### src/hdl/frpf_pkg.sv
// ============================================================================
// frpf_pkg
// Shared types and constants for the flooding relay frame filter.
// ============================================================================
package frpf_pkg;

    localparam int ID_W        = 8;
    localparam int SEQ_W       = 32;
    localparam int CFG_INDEX_W = 2;
    localparam int CFG_DATA_W  = 8;

    localparam logic [ID_W-1:0] FRAME_BYTES     = 8'd8;
    localparam logic [ID_W-1:0] TYPE_ALERT      = 8'd1;
    localparam logic [ID_W-1:0] MSG_ACK         = 8'd2;
    localparam logic [ID_W-1:0] NODE_ID_RESET   = 8'd3;
    localparam logic [ID_W-1:0] HOP_START_RESET = 8'd2;
    localparam logic [ID_W-1:0] NO_ORIGIN       = 8'hFF;

    // configuration register indexes
    localparam logic [CFG_INDEX_W-1:0] REG_NODE_ID   = 2'd0;
    localparam logic [CFG_INDEX_W-1:0] REG_HOP_START = 2'd1;

    typedef enum logic [2:0] {
        ACT_BAD_LEN     = 3'd0,
        ACT_OWN         = 3'd1,
        ACT_DUP         = 3'd2,
        ACT_ACK_RX      = 3'd3,
        ACT_ALERT_ACKED = 3'd4,
        ACT_RELAYED     = 3'd5,
        ACT_EXPIRED     = 3'd6
    } action_t;

    typedef struct packed {
        logic [ID_W-1:0] node_id;
        logic [ID_W-1:0] hop_start;
    } cfg_t;

    typedef struct packed {
        logic [ID_W-1:0]  frame_length;
        logic [ID_W-1:0]  rx_type;
        logic [ID_W-1:0]  rx_origin;
        logic [ID_W-1:0]  rx_target;
        logic [ID_W-1:0]  rx_hops;
        logic [SEQ_W-1:0] rx_seq;
    } frame_t;

    typedef struct packed {
        logic             seen_valid;
        logic [ID_W-1:0]  last_origin;
        logic [SEQ_W-1:0] last_seq;
    } seen_t;

    typedef struct packed {
        action_t          action;
        logic             tx_valid;
        logic [ID_W-1:0]  tx_type;
        logic [ID_W-1:0]  tx_origin;
        logic [ID_W-1:0]  tx_target;
        logic [ID_W-1:0]  tx_hops;
        logic [SEQ_W-1:0] tx_seq;
    } result_t;

endpackage

### src/hdl/frpf_cfg.sv
// ============================================================================
// frpf_cfg
// Configuration registers: node identifier and hop count for answers.
// ============================================================================
module frpf_cfg
    import frpf_pkg::*;
(
    input  logic                   clk,
    input  logic                   rst_n,
    input  logic                   cfg_we,
    input  logic [CFG_INDEX_W-1:0] cfg_index,
    input  logic [CFG_DATA_W-1:0]  cfg_data,
    output cfg_t                   cfg
);

    cfg_t cfg_reg;
    cfg_t cfg_next;

    always_comb
    begin
        cfg_next = cfg_reg;
        if (cfg_we)
        begin
            unique case (cfg_index)
                REG_NODE_ID:   cfg_next.node_id   = cfg_data;
                REG_HOP_START: cfg_next.hop_start = cfg_data;
                default:       cfg_next = cfg_reg; // ignore unknown indexes
            endcase
        end
    end

    always_ff @(posedge clk or negedge rst_n)
    begin
        if (!rst_n)
        begin
            cfg_reg.node_id   <= NODE_ID_RESET;
            cfg_reg.hop_start <= HOP_START_RESET;
        end
        else
        begin
            cfg_reg <= cfg_next;
        end
    end

    assign cfg = cfg_reg;

endmodule

### src/hdl/frpf_decide.sv
// ============================================================================
// frpf_decide
// Frame verdict: length, own origin, duplicate checks, then ack/relay/expire.
// ============================================================================
module frpf_decide
    import frpf_pkg::*;
(
    input  cfg_t    cfg,
    input  frame_t  frame,
    input  seen_t   seen,
    output result_t result,
    output logic    record
);

    logic is_dup;
    logic for_me;

    assign is_dup = seen.seen_valid
                 && (frame.rx_origin == seen.last_origin)
                 && (frame.rx_seq == seen.last_seq);
    assign for_me = (frame.rx_target == cfg.node_id);

    always_comb
    begin
        result        = '0;
        result.action = ACT_BAD_LEN;
        record        = 1'b0;
        if (frame.frame_length != FRAME_BYTES)
        begin
            result.action = ACT_BAD_LEN;
        end
        else if (frame.rx_origin == cfg.node_id)
        begin
            result.action = ACT_OWN;
        end
        else if (is_dup)
        begin
            result.action = ACT_DUP;
        end
        else
        begin
            // remember origin and sequence of every frame that gets this far
            record = 1'b1;
            if ((frame.rx_type == MSG_ACK) && for_me)
            begin
                result.action = ACT_ACK_RX;
            end
            else if ((frame.rx_type == TYPE_ALERT) && for_me)
            begin
                result.action    = ACT_ALERT_ACKED;
                result.tx_valid  = 1'b1;
                result.tx_type   = MSG_ACK;
                result.tx_origin = cfg.node_id;
                result.tx_target = frame.rx_origin;
                result.tx_hops   = cfg.hop_start;
                result.tx_seq    = frame.rx_seq;
            end
            else if (frame.rx_hops == '0)
            begin
                result.action = ACT_EXPIRED;
            end
            else
            begin
                result.action    = ACT_RELAYED;
                result.tx_valid  = 1'b1;
                result.tx_type   = frame.rx_type;
                result.tx_origin = frame.rx_origin;
                result.tx_target = frame.rx_target;
                result.tx_hops   = frame.rx_hops - 8'd1;
                result.tx_seq    = frame.rx_seq;
            end
        end
    end

endmodule

### src/hdl/flood_relay_packet_filter.sv
// ============================================================================
// flood_relay_packet_filter
// Flooding relay front end: drops bad, own, duplicate and expired frames,
// answers alerts and takes acks addressed here; relays the rest, one hop fewer.
// ============================================================================
// Usage:
//   Input channel (in_valid / in_stall) carries one received frame header per
//   transaction. Output channel (out_valid / out_stall) returns exactly one
//   verdict per frame: the action code and, when tx_valid is high, the frame
//   to broadcast (otherwise the tx fields read zero).
//   A frame taken into the input register has its verdict loaded into the
//   result register once that register is free or draining, and presented
//   from then on. Throughput: one frame every cycle while out_stall is low;
//   the only dependency between frames is the last-seen origin and sequence,
//   updated as the verdict is registered, so the next frame checks against it.
//   Reset clears both pipeline stages, the duplicate memory (nothing seen)
//   and loads node_id 3 and hop_start 2.
//   When the receiver stalls, the result register holds; the input register
//   still fills, and in_stall rises only once both stages are occupied.
//   Write configuration through cfg_we / cfg_index / cfg_data while idle;
//   unknown indexes are ignored.
// ============================================================================
module flood_relay_packet_filter
    import frpf_pkg::*;
(
    input  logic                   clk,
    input  logic                   rst_n,
    // configuration
    input  logic                   cfg_we,
    input  logic [CFG_INDEX_W-1:0] cfg_index,
    input  logic [CFG_DATA_W-1:0]  cfg_data,
    // received frame
    input  logic                   in_valid,
    output logic                   in_stall,
    input  logic [ID_W-1:0]        frame_length,
    input  logic [ID_W-1:0]        rx_type,
    input  logic [ID_W-1:0]        rx_origin,
    input  logic [ID_W-1:0]        rx_target,
    input  logic [ID_W-1:0]        rx_hops,
    input  logic [SEQ_W-1:0]       rx_seq,
    // verdict and outgoing frame
    output logic                   out_valid,
    input  logic                   out_stall,
    output logic [2:0]             action,
    output logic                   tx_valid,
    output logic [ID_W-1:0]        tx_type,
    output logic [ID_W-1:0]        tx_origin,
    output logic [ID_W-1:0]        tx_target,
    output logic [ID_W-1:0]        tx_hops,
    output logic [SEQ_W-1:0]       tx_seq
);

    cfg_t    cfg;
    frame_t  in_frame_reg;
    logic    in_valid_reg;
    logic    in_valid_next;
    result_t out_result_reg;
    logic    out_valid_reg;
    logic    out_valid_next;
    seen_t   seen_reg;
    seen_t   seen_next;
    result_t verdict;
    logic    record;
    logic    accept;
    logic    advance;

    frpf_cfg u_cfg (
        .clk       (clk),
        .rst_n     (rst_n),
        .cfg_we    (cfg_we),
        .cfg_index (cfg_index),
        .cfg_data  (cfg_data),
        .cfg       (cfg)
    );

    frpf_decide u_decide (
        .cfg    (cfg),
        .frame  (in_frame_reg),
        .seen   (seen_reg),
        .result (verdict),
        .record (record)
    );

    // Advance the held frame whenever the result register is free or draining.
    assign advance  = in_valid_reg && (!out_valid_reg || !out_stall);
    assign in_stall = in_valid_reg && out_valid_reg && out_stall;
    assign accept   = in_valid && !in_stall;

    always_comb
    begin
        in_valid_next = in_valid_reg;
        if (accept)
        begin
            in_valid_next = 1'b1;
        end
        else if (advance)
        begin
            in_valid_next = 1'b0;
        end

        out_valid_next = out_valid_reg;
        if (advance)
        begin
            out_valid_next = 1'b1;
        end
        else if (out_valid_reg && !out_stall)
        begin
            out_valid_next = 1'b0;
        end

        // Update the duplicate memory only as the verdict is committed.
        seen_next = seen_reg;
        if (advance && record)
        begin
            seen_next.seen_valid  = 1'b1;
            seen_next.last_origin = in_frame_reg.rx_origin;
            seen_next.last_seq    = in_frame_reg.rx_seq;
        end
    end

    // Control state and duplicate memory.
    always_ff @(posedge clk or negedge rst_n)
    begin
        if (!rst_n)
        begin
            in_valid_reg         <= 1'b0;
            out_valid_reg        <= 1'b0;
            seen_reg.seen_valid  <= 1'b0;
            seen_reg.last_origin <= NO_ORIGIN;
            seen_reg.last_seq    <= '0;
        end
        else
        begin
            in_valid_reg  <= in_valid_next;
            out_valid_reg <= out_valid_next;
            seen_reg      <= seen_next;
        end
    end

    // Payload registers: load the input on a transaction, the verdict on advance.
    always_ff @(posedge clk)
    begin
        if (accept)
        begin
            in_frame_reg.frame_length <= frame_length;
            in_frame_reg.rx_type      <= rx_type;
            in_frame_reg.rx_origin    <= rx_origin;
            in_frame_reg.rx_target    <= rx_target;
            in_frame_reg.rx_hops      <= rx_hops;
            in_frame_reg.rx_seq       <= rx_seq;
        end
        if (advance)
        begin
            out_result_reg <= verdict;
        end
    end

    assign out_valid = out_valid_reg;
    assign action    = out_result_reg.action;
    assign tx_valid  = out_result_reg.tx_valid;
    assign tx_type   = out_result_reg.tx_type;
    assign tx_origin = out_result_reg.tx_origin;
    assign tx_target = out_result_reg.tx_target;
    assign tx_hops   = out_result_reg.tx_hops;
    assign tx_seq    = out_result_reg.tx_seq;

endmodule
### config.mk
export PLATFORM = sky130hd
export DESIGN_NAME = flood_relay_packet_filter
export DESIGN_NICKNAME = d
export VERILOG_FILES = /design/src/hdl/frpf_pkg.sv /design/src/hdl/frpf_cfg.sv /design/src/hdl/frpf_decide.sv /design/src/hdl/flood_relay_packet_filter.sv
export SDC_FILE = /design/constraint.sdc
export NUM_CORES = 1
export LEC_CHECK = 0
export BUFFER_PORTS_ARGS = -buffer_cell sky130_fd_sc_hd__buf_2
export CAP_MARGIN = 20
export CORE_ASPECT_RATIO = 0.5
export CORE_MARGIN = 2
export CORE_UTILIZATION = 45
export DETAILED_ROUTE_END_ITERATION = 12
export HOLD_SLACK_MARGIN = 0.06
export MAX_ROUTING_LAYER = met4
export PLACE_DENSITY_LB_ADDON = 0.12
export SLEW_MARGIN = 20
export SYNTH_ARGS = -nofsm -noshare
export SYNTH_HDL_FRONTEND = slang
export SYNTH_SLANG_ARGS = --single-unit
### constraint.sdc
create_clock -name clk -period 3.6 [get_ports clk]
set_input_delay 0.36 -clock clk [delete_from_list [all_inputs] [get_ports clk]]
set_output_delay 0.36 -clock clk [all_outputs]
set_load 0.05 [all_outputs]
; After elaboration in Yosys (flattened, before gate mapping)
; Index checks and enable logic that the tools add are counted.
[word_totals]
ff_bits = 199
in_bits = 87
output_inout_bits = 70
word_cells = 68
[classes]
add_sub_neg = 1
eq_ne = 8
n_mux = 13
reduce_logical = 23
[op_table]
columns = op, count
row1 = $mux W67, 1
row2 = $mux W65, 1
row3 = $eq A32 B32 Y1, 1
row4 = $eq A8 B8 Y1, 3
row5 = $logic_and A1 B1 Y1, 10
row6 = $eq A8 B1 Y1 const B, 1
row7 = $eq A8 B2 Y1 const B, 1
row8 = $logic_not A8 Y1, 1
row9 = $mux W1, 8
row10 = $ne A8 B4 Y1 const B, 1
row11 = $sub A8 B1 Y8 const B, 1
row12 = $mux W2, 3
row13 = $reduce_or A6 Y1, 1
row14 = $reduce_and A2 Y1, 2
row15 = $reduce_bool A2 Y1, 2
row16 = $reduce_or A4 Y1, 1
row17 = $logic_not A1 Y1, 3
row18 = $eq A2 B1 Y1 const B, 1
row19 = $logic_not A2 Y1, 1
row20 = $reduce_or A2 Y1, 1
row21 = $logic_or A1 B1 Y1, 1

; Longest topological paths before layout
; Gate-level depths: netlist of run 1.
[logic_depth]
depth_word = 7
mapped_depth = 8
depth_no_buf = 7

; Modules after synthesis
; Synthesis of run 1 repeated with hierarchy kept, for this count alone.
[hier_totals]
hier_cells = 554
area_unflattened_um2 = 8755.9
[by_module_without_submodules]
columns = module, instances, cells_per_inst, area_each_um2, seq_area_each_um2
row1 = flood_relay_packet_filter, 1, 236, 5993.2, 5290.1
row2 = frpf_decide, 1, 284, 2148.3, 0.0
row3 = frpf_cfg, 1, 34, 614.3, 404.1

; Worst setup path before layout of run 1
; OpenSTA, ideal clock, no wires.
[synth_path]
kind = flip-flop to flip-flop
start = register out_valid_reg, in the netlist out_valid
end = register seen_reg[0] in the netlist's numbering
setup_ns = 0.125
t_arrival_ns = 3.325
required_time_ns = 3.475
path_slack_ns = 0.150
stages_incl_launch_ff = 6
cell_sequence = dfrtp_1 > nand2_1 > and2_1 > o311ai_4 > buf_6 > mux2_2
[synth_via]
elab_chain_cells = 4
[synth_rtl]
columns = item, line_no
row1 = start: declaration, flood_relay_packet_filter.sv:58  ; logic out_valid_reg;
row2 = start signal: assignment, flood_relay_packet_filter.sv:135  ; out_valid_reg <= out_valid_next;
row3 = $logic_not A1 Y1, flood_relay_packet_filter.sv:85  ; assign advance = in_valid_reg && (!out_valid_reg || !out_stall);
row4 = $logic_or A1 B1 Y1, flood_relay_packet_filter.sv:85
row5 = $logic_and A1 B1 Y1, flood_relay_packet_filter.sv:85
row6 = net advance, flood_relay_packet_filter.sv:65  ; logic advance;
row7 = $logic_and A1 B1 Y1, flood_relay_packet_filter.sv:113  ; if (advance && record)
row8 = end signal: assignment, flood_relay_packet_filter.sv:136  ; seen_reg <= seen_next;
row9 = end: declaration, flood_relay_packet_filter.sv:60  ; seen_t seen_reg;
; The timed path passes the listed nets, and every way through them passes these cells.
; A chain may end at the register's enable or synchronous reset.

; Worst setup path in the final report of run 1
[layout_path]
start = register in_frame_reg[52] in the netlist's numbering
end = register out_result_reg, in the netlist tx_seq[0] (data pin)
[layout_via]
elab_chain_cells = 4
word_cells_on_any_way = 5
classes_between = eq/ne: 2 / reduce/logical: 3
[layout_rtl]
columns = item, line_no
row1 = start: declaration, flood_relay_packet_filter.sv:54  ; frame_t in_frame_reg;
row2 = $eq A8 B8 Y1, frpf_decide.sv:19  ; && (frame.rx_origin == seen.last_origin)
row3 = $logic_and A1 B1 Y1, frpf_decide.sv:19
row4 = $logic_and A1 B1 Y1, frpf_decide.sv:20  ; && (frame.rx_seq == seen.last_seq);
row5 = $reduce_or A4 Y1 (no source line) *, --
row6 = end signal: assignment, flood_relay_packet_filter.sv:154  ; out_result_reg <= verdict;
row7 = end: declaration, flood_relay_packet_filter.sv:57  ; result_t out_result_reg;
; Mark *: on every way between the ends. The rest lies on a longest branch, timed or not.

==> results.cfg, run 1 <==
[power_and_ir_drop]
vdd_drop_max_v = 0.0003333
seqPwrFrac = 0.528
swShare = 0.2567
power_frac_comb = 0.102
pwr-share-clk = 0.370
p_leak_uw = 0.004115
p_int_uw = 3866
p_switching_uw = 1335
powerDensity_nw_per_um2 = 536.7

[yosys]
synthFlopType = edfxtp_1
yosysUniqueCellTypes = 39
syn_area_um2 = 8046
synth-seq-area-share = 0.7077
synth_fp_nets = 614
synthCells = 525
synth_area_per_cell_um2 = 15.33
async_flop_share = 0.2965
yosysWarnings = 0
ys_seq_elements = 199
synth_edf_count = 140

[grt]
grt_max_degree = 73
antenna_found_initial = 0
global_route.usage.total = 0.1979
grt_first_pass_wirelength_mm = 26.85
grt-ovfl-total = 0
grt_pass1_vias = 4861

[final_layout]
syn2layout_area_growth_pct = 20.43
antenna_cells = 0
final_common_cell = buf_2
instances_no_fill = 937
largest_reg_flops = 72
mostFrequentLayoutCells = buf_2, edfxtp_1, mux2_2
drive_gt1_frac = 0.3855
finalNetCount = 779

[sta]
whs_ps = 43.33
slew_headroom = 0.3295
finalSetupViolations = 0
drv_slew = 0
hold_violations = 0
rsz0062_at_grt = false
fmax_mhz = 298.7
fin_skew_ps = 8.981
worst_pin_slew_ps = 1006
fin_crit_sh = 0.9298
fin_crit_ps = 3347

[routing]
wl_per_cell_um = 18.72
firstDrtPassIters = 5
vias_per_cell = 5.148
routed_wl_mm = 17.54
vias = 4824
remaining_drc_errors = 0
drt_iter0_drc = 284
ant_nets = 0

[critical_path]
worstReg2RegStart = in_frame_reg[52]
setup.worst_path.class = reg -> reg
critPathTopFamily = simple AND/OR/NAND/NOR gates
cp-end-kind = flip-flop
path_cells = xor2_1, nor4_1, nand2_1, o311ai_4, inv_2, and3_1
crit_fanout = 40
crit_arrival_ps = 3530
cp_slowest_cell = o311ai_4
cp_num_buf_inv = 1
crit_start = in_frame_reg[52]
critPathMaxStageDelay_ps = 790
required_ps = 3790
crit_path_start_kind = flip-flop

[clock_tree]
clock_path_buffers = 2
cts_buffers = 17
cts.sinks = 199
post_cts_buffers = 0
clk_pin_slew_ps = 70
cts_tree = done
root_buffer = clkbuf_16
cts_max_level = 4
worstSkewPairLatency_ps = 430
ctsResizeCount = 0

[die]
core_area_um2 = 17440
die_x_um = 193.1
die_h_um = 98.56
pin_count = 157
dieArea_um2 = 19030
start_util = 0.4613
rows = 34

[placed_design]
portBuffers = 156
dp.cells = 904
finalWeightedCongestion = 0.7945
dp_hpwl_mm = 11.53

[min_path]
hold_path_class = in -> async

[status]
status = complete, no violations

[flow_run]
cap_violations = 0
[area by class of cell]
type                    count  area [um2]
fillers                  1445        7751
repair buffers            165       860.8
flip-flops and latches    199        5694
multi-input cells         297        2215
clock buffers              18       429.2
clock inverters            14       161.4
well taps                 234       292.8
inverters                  10       37.54
[metal layers]
layer  vias to the layer above  global-route usage  part of all wire
met5                         -                   -                 0
met4                         0             0.05769            0.0086
met3                        14             0.03953             0.054
met2                       147              0.2832              0.45
met1                      2391              0.2872              0.49
li1                       2272                   -                 -
[synth_stat cells, types with 2 or more instances]
cell type  count  area, um2
nor4_1        10      62.56
nand2_1       32      120.1
xnor2_1       35      306.5
and2_1         2      12.51
nor2_1        12      45.04
or4_1          2      15.01
nand2b_1       6      37.54
xor2_1        19      166.4
a22oi_1        3      22.52
nand3_1       21      105.1
a21oi_1       27      135.1
o311ai_4       2      52.55
ha_1           2      25.02
dfrtp_1       48       1201
clkbuf_1      10      37.54
inv_1          9      33.78
nand4_1        6      37.54
buf_6          8      90.09
and3_1        40      250.2
nand3b_1       2      15.01
nor4b_1        2      17.52
buf_2          2      10.01
mux2_2        56      630.6
nor3_1         5      25.02
dfstp_2       11      289.0
edfxtp_1     140       4204
[final timing paths]
check | cells past startpoint | to | slack [ps]
max in group asynchronous | 2 | u_cfg.cfg[8] | 2620
worst min register to register | 1 | seen_reg[40] | 480
min in group clk | 1 | in_frame_reg[38] | 100
worst max-delay path | 6 | tx_seq[0] | 250
worst min-delay path | 1 | out_valid | 40
worst max register to register | 6 | tx_seq[0] | 250
[worst reg2reg max path: cells and delay by family, from the launching register on]
family	cells	cell delay (ps)
AOI/OAI and AO/OA	1	790
xor gates and xnor gates	1	240
buffers and inverters	1	500
DFF	1	510
and+or+nand+nor	3	1070
[logic make-up after synthesis]
kind of cell,Yosys count,synth area share
adders and majority gates,2,0.003109
and+or+nand+nor,143,0.09548
DFF,199,0.7077
muxes,56,0.07837
buffers and inverters,30,0.02177
xor gates and xnor gates,54,0.05878
AOI/OAI and AO/OA,41,0.03483
[power groups by stage]
stage / Clock, uW / Combinational, uW / Sequential, uW
global placement: 0 / 529 / 2790
global route: 2060 / 568 / 2770
floorplan: 0 / 198 / 2930
finish: 1920 / 529 / 2750
CTS: 1960 / 539 / 2750
detailed placement: 0 / 535 / 2790
[metrics by stage]
stage	power, uW	util	setup TNS [ps]	setup slack [ps]	cell area (um2)
floorplan	3132	-	0	150.0	8046
global placement	3321	0.5202	0	21.60	9074
detailed placement	3330	0.5202	-3618	-108.4	9074
CTS	5251	0.5550	0	155.8	9681
global route	5392	0.5556	0	47.50	9691
finish	5201	0.5556	0	252.6	9691
[timing repair]
| action | 4_1_cts | 5_1_grt |
|---|---|---|
| hold endpoints to repair | 0 | 0 |
| hold buffers | 0 | 0 |
| endpoints found under the setup margin | 39 | 0 |
Note: power is estimated with default switching activity, not from simulation.
==> inputs of run 2 (changes only) <==
CORE_ASPECT_RATIO = 1.25   (was 0.5)
==> results.cfg, run 2 (same netlist as run 1, synthesis figures left out) <==
[sta]
fin_crit_ps = 3205
fin_crit_sh = 0.8903
tns_ps = 0
whs_ps = 101.6
worst_pin_slew_ps = 1025
fin_ws_ps = 394.9
slew_headroom = 0.3154
fin_skew_ps = 12.91
drv_slew = 0
finalSetupViolations = 0
fmax_mhz = 312.0
hold_violations = 0
rsz0062_at_grt = false

[critical_path]
cp_num_buf_inv = 1
crit_fanout = 40
critPathMostFrequentCell = nand2_1
critPathTopFamily = simple AND/OR/NAND/NOR gates
cp-end-kind = flip-flop
critPathMaxStageDelay_ps = 730
crit_arrival_ps = 3380
required_ps = 3780
setup.worst_path.class = reg -> reg
path_cells = xnor2_1, nand2_1, nor4_1, nand2_1, o311ai_4, inv_2, and3_1
crit_path_start_kind = flip-flop
cp_slowest_cell = o311ai_4

[placed_design]
dp.cells = 893
portBuffers = 156
place_area_um2 = 9046
dp_slack_ps = 47.37
finalWeightedCongestion = 0.8357
dp_hpwl_mm = 11.73

[status]
status = complete, no violations

[power_and_ir_drop]
seqPwrFrac = 0.546
vdd_drop_max_v = 0.0003230
powerDensity_nw_per_um2 = 523.8
pwr-share-clk = 0.351
swShare = 0.2492
power_frac_comb = 0.103
p_switching_uw = 1257
p_int_uw = 3787
p_leak_uw = 0.004083

[routing]
wl_per_cell_um = 18.34
ant_nets = 0
firstDrtPassIters = 4
routed_wl_mm = 17.01
vias = 4869
vias_per_cell = 5.252
drt_iter0_drc = 473
remaining_drc_errors = 0

[grt]
grt_pass1_vias = 5016
antenna_found_initial = 0
grt_max_degree = 73
grt-ovfl-total = 0
global_route.usage.total = 0.1951
grt_first_pass_wirelength_mm = 26.60

[final_layout]
syn2layout_area_growth_pct = 19.67
nFillCells = 1414
final_area_um2 = 9629
antenna_cells = 0
drive_gt1_frac = 0.3826
largest_reg_flops = 72
final_common_cell = buf_2
finalNetCount = 779
mostFrequentLayoutCells = buf_2, edfxtp_1, mux2_2
instances_no_fill = 927

[die]
rows = 54
core_area_um2 = 17500
pin_count = 157
dieArea_um2 = 18970
die_x_um = 123.6
die_h_um = 153.5
start_util = 0.4598

[clock_tree]
clk_pin_slew_ps = 70
post_cts_buffers = 0
cts_max_level = 4
ctsResizeCount = 0
root_buffer = clkbuf_16
cts_tree = done
worstSkewPairLatency_ps = 430
clock_path_buffers = 2
cts_buffers = 17
cts.sinks = 199

[flow_run]
cap_violations = 0

[min_path]
hold_path_class = in -> reg
-- run 2: changes by cell type in the layout (fill, tap and decap cells not counted), moves of 2 or more --
cell	before	now
clkbuf_1	1	3
clkinvlp_4	1	3
inv_6	5	2
bufinv_16	2	0
inv_8	2	0
clkbuf_8	0	2
-- run 2: through the flow --
step                        util  total power [uW]
final                     0.5503              5044
after global routing      0.5503              5247
after CTS                 0.5503              5098
after detailed placement  0.5169              3324
after global placement    0.5167              3313
after floorplan                -              3132
-- run 2: what timing repair did --
item	4_1_cts	5_1_grt
hold endpoints to repair	21	0
hold buffers	1	0
setup endpoints to repair	38	0
-- run 2: per-layer routing --
layer / vias up / part of all wire / GRT usage / wire, um
met1: 2407 / 0.41 / 0.2351 / 6906
met4: 0 / 0.020 / 0.06656 / 342
met3: 21 / 0.051 / 0.03783 / 861
met5: - / 0 / - / 0
li1: 2273 / - / - / -
met2: 168 / 0.52 / 0.3265 / 8894
-- run 2: final timing paths --
kind / from / endpoint / slack, ps / cells past startpoint
setup / recovery: in_frame_reg[21] / tx_seq[10] / 390 / 7
hold / removal: rx_seq[10] / in_frame_reg[10] / 100 / 1
setup reg to reg: in_frame_reg[21] / tx_seq[10] / 390 / 7
hold reg to reg: seen_reg[40] / seen_reg[40] / 470 / 1
max in group asynchronous: rst_n / seen_reg[38] / 2190 / 3
min in group asynchronous: rst_n / u_cfg.cfg[3] / 500 / 2
-- run 2: power by group through the flow --
stage / clock network (uW) / logic [uW] / registers [uW]
after global routing: 1910 / 561 / 2770
after CTS: 1820 / 529 / 2750
after detailed placement: 0 / 524 / 2800
after global placement: 0 / 516 / 2800
after floorplan: 0 / 198 / 2930
final: 1770 / 521 / 2750
-- run 2: worst register-to-register path: stages, from the launching register on --
cell	delay, ps
edfxtp_1	420
xnor2_1	260
nand2_1	90
nor4_1	370
nand2_1	280
o311ai_4	730
inv_2	460
and3_1	340
-- run 2: cell type report --
| cell class | count | area (um2) | share of cell area |
|---|---|---|---|
| clock buffers | 23 | 489.2 | 0.05081 |
| clock inverters | 9 | 67.56 | 0.007017 |
| inverters | 10 | 37.54 | 0.003898 |
| multi-input cells | 297 | 2210 | 0.2295 |
| flip-flops and latches | 199 | 5694 | 0.5913 |
| well taps | 224 | 280.3 | 0.02911 |
| repair buffers | 165 | 850.8 | 0.08836 |
==> inputs of run 3 (changes only) <==
CORE_ASPECT_RATIO = 0.6   (was 1.25)
HOLD_SLACK_MARGIN = default   (was 0.06)
SLEW_MARGIN = default   (was 20)
==> results.cfg, run 3 (same netlist as run 1, synthesis figures left out) <==
[status]
status = complete, no violations

[die]
pin_count = 157
core_area_um2 = 17310
die_x_um = 176.6
dieArea_um2 = 19000
rows = 37
die_h_um = 107.6
start_util = 0.4647

[placed_design]
dp_hpwl_mm = 12.38
place_area_um2 = 9074
finalWeightedCongestion = 0.8297
portBuffers = 156
dp.cells = 904

[min_path]
hold_path_depth = 1
hold_path.startpoint = rx_hops[2]
hold_end = in_frame_reg[34]
hold_path_class = in -> reg

[final_layout]
final_common_cell = buf_2
largest_reg_flops = 72
drive_gt1_frac = 0.3855
final_area_um2 = 9699
regArea_um2 = 5694
instances_no_fill = 939
finalNetCount = 779
multi_input_area_um2 = 2188
nFillCells = 1443
mostFrequentLayoutCells = buf_2, edfxtp_1, mux2_2
fin_util = 0.5602
syn2layout_area_growth_pct = 20.54

[sta]
worst_pin_slew_ps = 1029
drv_slew = 0
finalSetupViolations = 0
rsz0062_at_grt = false
fmax_mhz = 337.5
fin_crit_ps = 2963
fin_crit_sh = 0.8230
hold_violations = 0
tns_ps = 0
fin_skew_ps = 22.85
slew_headroom = 0.3142

[critical_path]
cp-end-kind = flip-flop
cp_slowest_cell = o311ai_4
cp_num_buf_inv = 1
required_ps = 3920
crit_fanout = 32
critPathTopFamily = simple AND/OR/NAND/NOR gates
path_cells = xnor2_1, nand4_1, nor4_1, nand2_1, o311ai_4, buf_12, mux2_2
path_depth = 7
setup.worst_path.class = reg -> reg
crit_arrival_ps = 3280
crit_path_start_kind = flip-flop
ff2ff_path_depth = 7
worstReg2RegStart = in_frame_reg[48]
critPathMaxStageDelay_ps = 660
r2r_setup_slack_ps = 640
reg2reg_to = seen_reg[21]

[routing]
routed-wl-met3_mm = 1.437
m1WireLength_mm = 9.164
routed-wl-met2_mm = 7.599
firstDrtPassIters = 5
routed_wl_mm = 18.33
vias = 4955
vias_per_cell = 5.277
remaining_drc_errors = 0
drt_iter0_drc = 408
ant_nets = 0
wl_per_cell_um = 19.52
routed.top_layer = met4

[clock_tree]
post_cts_buffers = 0
ctsResizeCount = 0
cts_buffers = 17
clock_path_buffers = 2
clk_pin_slew_ps = 90
root_buffer = clkbuf_16
cts.sinks = 199
cts_max_level = 4
worstSkewPairLatency_ps = 450
ctsHoldBuffers = 1
cts_tree = done

[grt]
grt_first_pass_wirelength_mm = 28.26
grt_max_degree = 73
grt_pass1_vias = 4995
antenna_found_initial = 0
global_route.usage.total = 0.2075
grt-ovfl-total = 0

[power_and_ir_drop]
power_frac_comb = 0.102
p_int_uw = 3841
pwr-share-clk = 0.377
swShare = 0.2710
seqPwrFrac = 0.522
vdd_drop_max_v = 0.0003964
powerDensity_nw_per_um2 = 543.2
p_leak_uw = 0.004128
p_switching_uw = 1428

[flow_run]
cap_violations = 0
## run 3: cell types whose count changed in the layout (fill, tap and decap cells not counted), sizes merged
cell / change
inv: +7
clkbuf: -5
clkinvlp: -3
o311ai: -1
buf: +1
diode: +2
bufinv: +1
## run 3: worst max-delay path by stage
stage	slack, ps	start	end
3_3_place_gp	730	in_frame_reg[48]	seen_reg[26]
2_1_floorplan	150	out_valid	seen_reg[0]
4_1_cts	660	in_frame_reg[48]	seen_reg[30]
6_report	640	in_frame_reg[48]	seen_reg[21]
5_1_grt	510	in_frame_reg[48]	seen_reg[21]
3_5_place_dp	700	in_frame_reg[48]	seen_reg[29]
## run 3: layer usage
metal	GRT usage	vias up
met3	0.05650	12
li1	-	2275
met2	0.2762	189
met1	0.3121	2479
met4	0.05254	0
met5	-	-
## run 3: through the flow
stage                     worst slack [ps]  total power, uW  hold WS (ps)
after global placement               730.7             3323         311.5
after detailed placement             704.1             3337         310.2
final                                637.2             5269         81.43
after global routing                 513.5             5456         61.89
after CTS                            663.7             5312         66.92
after floorplan                      150.0             3132         64.41
## run 3: layout make-up
class,instances,share of cell area
diodes,2,0.0005160
clock buffers,18,0.04528
clock inverters,14,0.01767
inverters,10,0.003870
multi-input cells,296,0.2256
flip-flops and latches,199,0.5871
well taps,234,0.03019
repair buffers,166,0.08978
## run 3: worst register-to-register path, cell delays in order, from the launching register on
cell and delay [ps]:
edfxtp_1 500, xnor2_1 310, nand4_1 150, nor4_1 340, nand2_1 220, o311ai_4 660, buf_12 290, mux2_2 370
## run 3: power groups by stage
| stage | Sequential, uW | Combinational [uW] | Clock (uW) |
|---|---|---|---|
| finish | 2750 | 535 | 1980 |
| global route | 2770 | 577 | 2110 |
| CTS | 2750 | 542 | 2020 |
| detailed placement | 2800 | 539 | 0 |
| global placement | 2790 | 531 | 0 |
| floorplan | 2930 | 198 | 0 |
